**src/bae_pkg.sv**
```systemverilog
// Shared types and constants for the binary arithmetic encoder.
// No dependencies; every other file refers to this package by scoped names.
`timescale 1ns / 1ps

package bae_pkg;

   // Command codes carried in a request
   localparam logic CMD_ENCODE = 1'b0;
   localparam logic CMD_FINISH = 1'b1;

   // Interval constants
   localparam logic [31:0] LOW_RESET  = 32'h0000_0000;
   localparam logic [31:0] HIGH_RESET = 32'hffff_ffff;
   localparam logic [7:0]  FILL_BYTE  = 8'hff;

   // Bytes emitted by one encode request at most
   localparam int MAX_BYTES = 4;

   // Default depth of the job queue between front and back
   localparam int QUEUE_DEPTH = 2;

   typedef struct packed {
      logic        command;
      logic        bit_value;
      logic [15:0] prob_one;
   } req_type;

   typedef struct packed {
      logic [7:0] out_byte;
      logic       last;
   } rsp_type;

   // Classified job handed from the front to the back
   typedef struct packed {
      logic        is_finish;
      logic        bit_value;
      logic [15:0] prob_one;
   } job_type;

endpackage

```
**src/binary_arithmetic_encoder.sv**
```systemverilog
// Binary arithmetic encoder, top level: front register, job queue, back end.
// Flow: an encode request passes the front register and the job queue before the back
// end takes it; the back end then steps through ST_MUL, ST_MID and ST_EMIT and presents
// each byte through its output register, and takes a finish through ST_FLUSH. It takes
// no new job until it is back in ST_IDLE.
// Reset: synchronous; empties the queue and restores the interval to full range.
`timescale 1ns / 1ps

module binary_arithmetic_encoder #(
   parameter int QUEUE_DEPTH = bae_pkg::QUEUE_DEPTH
) (
   input  logic             clock,
   input  logic             reset,
   // request channel
   input  logic             req_valid,
   output logic             req_ready,
   input  bae_pkg::req_type req_data,
   // coded byte channel
   output logic             rsp_valid,
   input  logic             rsp_ready,
   output bae_pkg::rsp_type rsp_data
);

   // Front to queue
   logic             front_valid;
   logic             front_ready;
   bae_pkg::job_type front_job;

   // Queue to back end
   logic             back_valid;
   logic             back_ready;
   bae_pkg::job_type back_job;

   // Accept and classify each request; hold it until the queue has room
   bae_front u_front (
      .clock     (clock),
      .reset     (reset),
      .req_valid (req_valid),
      .req_ready (req_ready),
      .req_data  (req_data),
      .job_valid (front_valid),
      .job_ready (front_ready),
      .job_data  (front_job)
   );

   // Decouple the front from the back so each side stalls on its own
   bae_queue #(
      .DEPTH (QUEUE_DEPTH)
   ) u_queue (
      .clock     (clock),
      .reset     (reset),
      .in_valid  (front_valid),
      .in_ready  (front_ready),
      .in_data   (front_job),
      .out_valid (back_valid),
      .out_ready (back_ready),
      .out_data  (back_job)
   );

   // Split the interval, renormalise and present coded bytes through a
   // registered output stage
   bae_back u_back (
      .clock     (clock),
      .reset     (reset),
      .job_valid (back_valid),
      .job_ready (back_ready),
      .job_data  (back_job),
      .rsp_valid (rsp_valid),
      .rsp_ready (rsp_ready),
      .rsp_data  (rsp_data)
   );

endmodule

```
**src/bae_front.sv**
```systemverilog
// Front end: accepts requests, classifies them into jobs and holds one job
// until the queue takes it. Depends on bae_pkg.
`timescale 1ns / 1ps

module bae_front (
   input  logic             clock,
   input  logic             reset,
   input  logic             req_valid,
   output logic             req_ready,
   input  bae_pkg::req_type req_data,
   output logic             job_valid,
   input  logic             job_ready,
   output bae_pkg::job_type job_data
);

   logic             hold_valid_ff, hold_valid_in;
   bae_pkg::job_type hold_ff, hold_in;
   logic             push;
   logic             take;

   assign push      = hold_valid_ff && job_ready;
   assign req_ready = !hold_valid_ff || job_ready;
   assign take      = req_valid && req_ready;
   assign job_valid = hold_valid_ff;
   assign job_data  = hold_ff;

   always_comb begin
      hold_valid_in = hold_valid_ff;
      hold_in       = hold_ff;
      if (push) begin
         hold_valid_in = 1'b0;
      end
      if (take) begin
         hold_valid_in     = 1'b1;
         hold_in.is_finish = (req_data.command == bae_pkg::CMD_FINISH);
         hold_in.bit_value = req_data.bit_value;
         // drop the probability on a finish, it plays no part
         hold_in.prob_one  = (req_data.command == bae_pkg::CMD_FINISH) ? 16'h0000
                                                                        : req_data.prob_one;
      end
   end

   always_ff @(posedge clock) begin
      if (reset) begin
         hold_valid_ff <= 1'b0;
      end else begin
         hold_valid_ff <= hold_valid_in;
      end
      hold_ff <= hold_in;
   end

endmodule

```
**src/bae_queue.sv**
```systemverilog
// Short job queue between the front and the back of the encoder.
// Depends on bae_pkg for the job type.
`timescale 1ns / 1ps

module bae_queue #(
   parameter int DEPTH = bae_pkg::QUEUE_DEPTH
) (
   input  logic             clock,
   input  logic             reset,
   input  logic             in_valid,
   output logic             in_ready,
   input  bae_pkg::job_type in_data,
   output logic             out_valid,
   input  logic             out_ready,
   output bae_pkg::job_type out_data
);

   localparam int PTR_W = (DEPTH > 1) ? $clog2(DEPTH) : 1;
   localparam int CNT_W = $clog2(DEPTH + 1);

   bae_pkg::job_type entries_ff [DEPTH];
   logic [PTR_W-1:0] wr_ptr_ff, wr_ptr_in;
   logic [PTR_W-1:0] rd_ptr_ff, rd_ptr_in;
   logic [CNT_W-1:0] count_ff, count_in;
   logic             push;
   logic             pop;

   assign in_ready  = (count_ff != CNT_W'(DEPTH));
   assign out_valid = (count_ff != '0);
   assign out_data  = entries_ff[rd_ptr_ff];
   assign push      = in_valid && in_ready;
   assign pop       = out_valid && out_ready;

   always_comb begin
      wr_ptr_in = wr_ptr_ff;
      rd_ptr_in = rd_ptr_ff;
      count_in  = count_ff;
      if (push) begin
         wr_ptr_in = (wr_ptr_ff == PTR_W'(DEPTH - 1)) ? '0 : wr_ptr_ff + 1'b1;
      end
      if (pop) begin
         rd_ptr_in = (rd_ptr_ff == PTR_W'(DEPTH - 1)) ? '0 : rd_ptr_ff + 1'b1;
      end
      if (push && !pop) begin
         count_in = count_ff + 1'b1;
      end else if (pop && !push) begin
         count_in = count_ff - 1'b1;
      end
   end

   always_ff @(posedge clock) begin
      if (reset) begin
         wr_ptr_ff <= '0;
         rd_ptr_ff <= '0;
         count_ff  <= '0;
      end else begin
         wr_ptr_ff <= wr_ptr_in;
         rd_ptr_ff <= rd_ptr_in;
         count_ff  <= count_in;
      end
      if (push) begin
         entries_ff[wr_ptr_ff] <= in_data;
      end
   end

endmodule

```
**src/bae_back.sv**
```systemverilog
// Back end: interval arithmetic, byte renormalisation and the output register.
// Depends on bae_pkg.
`timescale 1ns / 1ps

module bae_back (
   input  logic             clock,
   input  logic             reset,
   input  logic             job_valid,
   output logic             job_ready,
   input  bae_pkg::job_type job_data,
   output logic             rsp_valid,
   input  logic             rsp_ready,
   output bae_pkg::rsp_type rsp_data
);

   typedef enum logic [2:0] {
      ST_IDLE,
      ST_MUL,
      ST_MID,
      ST_EMIT,
      ST_FLUSH
   } state_type;

   localparam int NUM_W = $clog2(bae_pkg::MAX_BYTES);

   state_type        state_ff, state_in;
   logic [31:0]      low_ff, low_in;
   logic [31:0]      high_ff, high_in;
   logic [31:0]      span_ff, span_in;
   logic             bit_ff, bit_in;
   logic [15:0]      prob_ff, prob_in;
   logic [31:0]      hi_prod_ff, hi_prod_in;
   logic [31:0]      lo_prod_ff, lo_prod_in;
   logic [NUM_W-1:0] num_ff, num_in;
   logic             rsp_valid_ff, rsp_valid_in;
   bae_pkg::rsp_type rsp_ff, rsp_in;

   logic        slot_free;
   logic [31:0] mid;
   logic [31:0] low_shift;
   logic [31:0] high_shift;
   logic        agree;
   logic        agree_next;
   logic        final_byte;

   assign job_ready  = (state_ff == ST_IDLE);
   assign rsp_valid  = rsp_valid_ff;
   assign rsp_data   = rsp_ff;
   assign slot_free  = !rsp_valid_ff || rsp_ready;

   assign mid        = low_ff + hi_prod_ff + {16'h0000, lo_prod_ff[31:16]};
   assign low_shift  = {low_ff[23:0], 8'h00};
   assign high_shift = {high_ff[23:0], bae_pkg::FILL_BYTE};
   assign agree      = (low_ff[31:24] == high_ff[31:24]);
   assign agree_next = (low_shift[31:24] == high_shift[31:24]);
   assign final_byte = !agree_next || (num_ff == NUM_W'(bae_pkg::MAX_BYTES - 1));

   always_comb begin
      state_in     = state_ff;
      low_in       = low_ff;
      high_in      = high_ff;
      span_in      = span_ff;
      bit_in       = bit_ff;
      prob_in      = prob_ff;
      hi_prod_in   = hi_prod_ff;
      lo_prod_in   = lo_prod_ff;
      num_in       = num_ff;
      rsp_in       = rsp_ff;
      rsp_valid_in = rsp_valid_ff && !rsp_ready;

      case (state_ff)
         ST_IDLE: begin
            if (job_valid) begin
               bit_in  = job_data.bit_value;
               prob_in = job_data.prob_one;
               span_in = high_ff - low_ff;
               state_in = job_data.is_finish ? ST_FLUSH : ST_MUL;
            end
         end
         ST_MUL: begin
            hi_prod_in = span_ff[31:16] * prob_ff;
            lo_prod_in = span_ff[15:0] * prob_ff;
            state_in   = ST_MID;
         end
         ST_MID: begin
            // a one keeps the lower part, a zero the upper part
            if (bit_ff) begin
               high_in = mid;
            end else begin
               low_in = mid + 32'd1;
            end
            num_in   = '0;
            state_in = ST_EMIT;
         end
         ST_EMIT: begin
            if (!agree) begin
               state_in = ST_IDLE;
            end else if (slot_free) begin
               rsp_valid_in    = 1'b1;
               rsp_in.out_byte = high_ff[31:24];
               rsp_in.last     = final_byte;
               low_in          = low_shift;
               high_in         = high_shift;
               num_in          = num_ff + 1'b1;
               if (final_byte) begin
                  state_in = ST_IDLE;
               end
            end
         end
         ST_FLUSH: begin
            if (slot_free) begin
               rsp_valid_in    = 1'b1;
               rsp_in.out_byte = high_ff[31:24];
               rsp_in.last     = 1'b1;
               low_in          = bae_pkg::LOW_RESET;
               high_in         = bae_pkg::HIGH_RESET;
               state_in        = ST_IDLE;
            end
         end
         default: begin
            state_in = ST_IDLE;
         end
      endcase
   end

   always_ff @(posedge clock) begin
      if (reset) begin
         state_ff     <= ST_IDLE;
         low_ff       <= bae_pkg::LOW_RESET;
         high_ff      <= bae_pkg::HIGH_RESET;
         rsp_valid_ff <= 1'b0;
      end else begin
         state_ff     <= state_in;
         low_ff       <= low_in;
         high_ff      <= high_in;
         rsp_valid_ff <= rsp_valid_in;
      end
      span_ff    <= span_in;
      bit_ff     <= bit_in;
      prob_ff    <= prob_in;
      hi_prod_ff <= hi_prod_in;
      lo_prod_ff <= lo_prod_in;
      num_ff     <= num_in;
      rsp_ff     <= rsp_in;
   end

endmodule

```
**config.mk**
```make
export PLATFORM = sky130hd
export DESIGN_NAME = binary_arithmetic_encoder
export DESIGN_NICKNAME = d
export VERILOG_FILES = /design/src/bae_pkg.sv /design/src/binary_arithmetic_encoder.sv /design/src/bae_front.sv /design/src/bae_queue.sv /design/src/bae_back.sv
export SDC_FILE = /design/constraint.sdc
export NUM_CORES = 2
export LEC_CHECK = 0
export BUFFER_PORTS_ARGS = -buffer_cell sky130_fd_sc_hd__buf_2
export CORE_MARGIN = 4
export CORE_UTILIZATION = 35
export DETAILED_ROUTE_END_ITERATION = 10
export HOLD_SLACK_MARGIN = 0.03
export PLACE_DENSITY = 0.59
export SYNTH_ARGS = -nofsm -noshare
export SYNTH_HDL_FRONTEND = slang
export SYNTH_HIERARCHICAL = 1
export SYNTH_SLANG_ARGS = --single-unit
export TNS_END_PERCENT = 5
```
**constraint.sdc**
```tcl
create_clock -name clock -period 15.2 [get_ports clock]
set_input_delay 1.52 -clock clock [delete_from_list [all_inputs] [get_ports clock]]
set_output_delay 1.52 -clock clock [all_outputs]
set_load 0.03 [all_outputs]
```
==> run metrics <==
status finished, final reports clean; sequential area share after synthesis 21.8%; Layout Skew 0.0248 ns; synth-to-layout area growth 7.66%; endpoints failing setup 0; synth warn 6; synthesized area 29200 um2; H-Tree Depth 1; Clock Path Buffers 3; Pins Over Slew Limit 0; DR WL/cell between 15 and 20 um; crit share post-route 47.2%; Hold Crit Class flop to flop; Async SR Flop Fraction 0%; Synth Instances 3014; Clock Sink Count around 240; vias in the first global route 21563; Min-Delay Startpoint u_front/job_data[7]; via count 20875; reg2reg setup slack 8.02 ns; initial antenna violation count 0; hpwl dp 56.3 mm; Core ar. 82400 um2; crit path from u_back/span_ff[23]; Post-Route WL 74.5 mm; initial drt markers 1299; CTS tree done; worst relative slew slack 18.9%; Synth top area share 27.8%; full die area ~88000 um2; max-cap violations 0; nets 3694; Port Buffer Count 32; first-pass GRT wire length 120 mm; net count after synthesis 3725; FP Rows 105; worst r2r dst u_back/hi_prod_ff[30]; critical path class flop to flop; gpl congestion roughly 0.84; post-synth cell types between 90 and 100; CP Max Fanout 16; Chip Height 297 um; synth top area cells fa_1 28%, edfxtp_1 17%, ha_1 12%; Critical Path Source Type flop; Placed Instance Area roughly 30000 um2; Post-Layout Cell Count 4070; n_diodes 0; worst slew pin tran 1.21 ns; Pre-antenna DRT Iters 5; Chip Width 297 um; fin crit period 7.18 ns; Data arrival, critical path 7.51 ns; via/cell ratio approximately 5; syn_area_per_cell between 9 and 10 um2; GRT Overall Usage between 10% and 20%; area leader, netlist fa_1; R2R cell count 22; Num CTS Buffers 27; CTS Root Cell clkbuf_16; layout cell share with drive strength beyond 1 ~6.3%; Overflow after GRT 0; Reg clk slew, reported paths 0.06 ns; Hold EP u_queue/entries_ff[1][7]; RSZ-0062 raised after global routing no; # fillers between 8000 and 9000; Clk Latency, worst-skew pair slightly below 0.6 ns; Peak Freq 139 MHz; crit end category flop; FF+latch count, synth 236; ANT nets after route 0; largest net degree at the start of global routing 53; Worst Hold Depth 0; Inst Count DP slightly above 4000; fin area between 30000 and 40000 um2; Post-CTS Hold Fix Bufs 0; postcts setup bufs 0; pre-CTS setup slack about 8.1 ns; setup total negative slack 0 ns; Main synth FF type edfxtp_1; reg2reg start u_back/span_ff[23]; number of flops mapped to enable cells by yosys 162; drc violations 0; post_cts resized 0; final hold viol count 0; PnR worst setup slack 8.02 ns; Ports 33; Required @ worst endpoint 15.53 ns; Initial Util 35.4%
-- Yosys cell counts (all sizes together), types with 9 or more instances --
cell,count
nor2,101
nor3,26
a211oi,35
nand2b,11
ha,284
o21a,16
and3,13
nor2b,25
a221oi,19
mux2,18
fa,405
o211ai,15
or3,17
a21o,48
nand3,59
o221ai,22
edfxtp,162
o21ai,50
o21bai,14
dfxtp,74
a21oi,83
xnor2,88
xor2,34
inv,497
and2,239
nand2,390
clkbuf,118
nor4,11
a31oi,12
buf,9
nand4,17
-- kinds of logic (layout without fill, tap and decap cells) --
family,Yosys count,count (layout),synth area share (%)
AND/OR/NAND/NOR,941,941,16.2
adder cells (fa/ha/maj),689,689,40.0
buffers and inverters,624,610,8.11
AO/OA/AOI/OAI,382,382,9.40
flip-flops,236,236,21.8
XOR/XNOR,122,122,3.79
multiplexers,20,20,0.764
-- per-layer routing --
layer | track usage, % | vias up | part of all wire (%)
li1 | - | 9725 | -
met3 | 2.02 | 122 | 4.5
met2 | 30.3 | 502 | 50
met5 | 0 | - | 0
met1 | 22.5 | 10526 | 42
met4 | 5.40 | 0 | 3.4
-- worst max-delay path: stages (launching register included) --
cell and delay (ns):
edfxtp_1 0.85, nand2_1 0.18, fa_1 0.56, inv_1 0.05, fa_1 0.55, fa_1 0.44
fa_1 0.46, fa_1 0.52, inv_1 0.06, fa_1 0.48, inv_1 0.04, ha_1 0.36
a21o_1 0.21, a21o_1 0.16, a21oi_1 0.20, and4b_1 0.23, a22oi_1 0.11, and4_1 0.26
o311a_1 0.38, o21a_1 0.19, o21a_1 0.18, o41a_1 0.32, xor2_1 0.14
-- area by class of cell --
type / instances / area, um2 / area share, %
inverters: 497 / 1870 / 5.94
clock inverters: 18 / 274 / 0.873
well taps: 1070 / 1340 / 4.26
clock buffers: 28 / 689 / 2.20
multi-input cells: 2154 / 20500 / 65.2
repair buffers: 67 / 423 / 1.35
flip-flops and latches: 236 / 6350 / 20.2
-- sequential cells by signal, summed over array words and instances (netlist names), 2 cells and up, named ones only --
signal / count
u_back/state_ff: 3
u_back/num_ff: 2
u_back/low_ff: 32
u_back/high_ff: 32
u_queue/count_ff: 2
u_back/lo_prod_ff: 16
u_back/span_ff: 32
u_front/job_data: 18
u_back/rsp_data: 9
u_back/prob_ff: 16
u_back/hi_prod_ff: 32
u_queue/entries_ff: 36
-- cells in the final DEF, fill, tap and decap left out, types with 8 or more instances in the layout --
| cell type | instances |
|---|---|
| buf_4 | 35 |
| dfxtp_1 | 74 |
| nand2_1 | 390 |
| xnor2_1 | 88 |
| or3_1 | 17 |
| mux2_2 | 18 |
| buf_2 | 32 |
| a211oi_1 | 30 |
| clkbuf_16 | 27 |
| o21bai_1 | 14 |
| inv_1 | 497 |
| nand2b_1 | 10 |
| nor2b_1 | 18 |
| nor3_1 | 23 |
| o211ai_1 | 13 |
| o21a_1 | 16 |
| o22ai_1 | 8 |
| nand3_1 | 59 |
| and2_1 | 238 |
| o221ai_1 | 22 |
| fa_1 | 405 |
| a31oi_1 | 12 |
| nor2_1 | 99 |
| o21ai_0 | 42 |
| a21oi_1 | 82 |
| and3_1 | 13 |
| xor2_1 | 32 |
| a221oi_1 | 18 |
| edfxtp_1 | 162 |
| ha_1 | 284 |
| nand4_1 | 15 |
| a21o_1 | 48 |
-- metrics by stage --
stage                     util [%]  hold WS [ns]
final                         38.1         0.439
after global routing          38.1         0.460
after CTS                     38.1         0.446
after detailed placement      37.0         0.431
after global placement        37.0         0.431
after floorplan                  -         0.421
-- worst max-delay path by stage --
stage | to | slack (ns)
floorplan | u_back/hi_prod_ff[30] | 8.63
global placement | u_back/hi_prod_ff[30] | 8.15
detailed placement | u_back/hi_prod_ff[30] | 8.06
CTS | u_back/hi_prod_ff[30] | 8.05
global route | u_back/hi_prod_ff[30] | 7.74
finish | u_back/hi_prod_ff[30] | 8.02
Power is not shown: default switching activity piles up to over one toggle a cycle in this logic, so the estimate is an artifact.
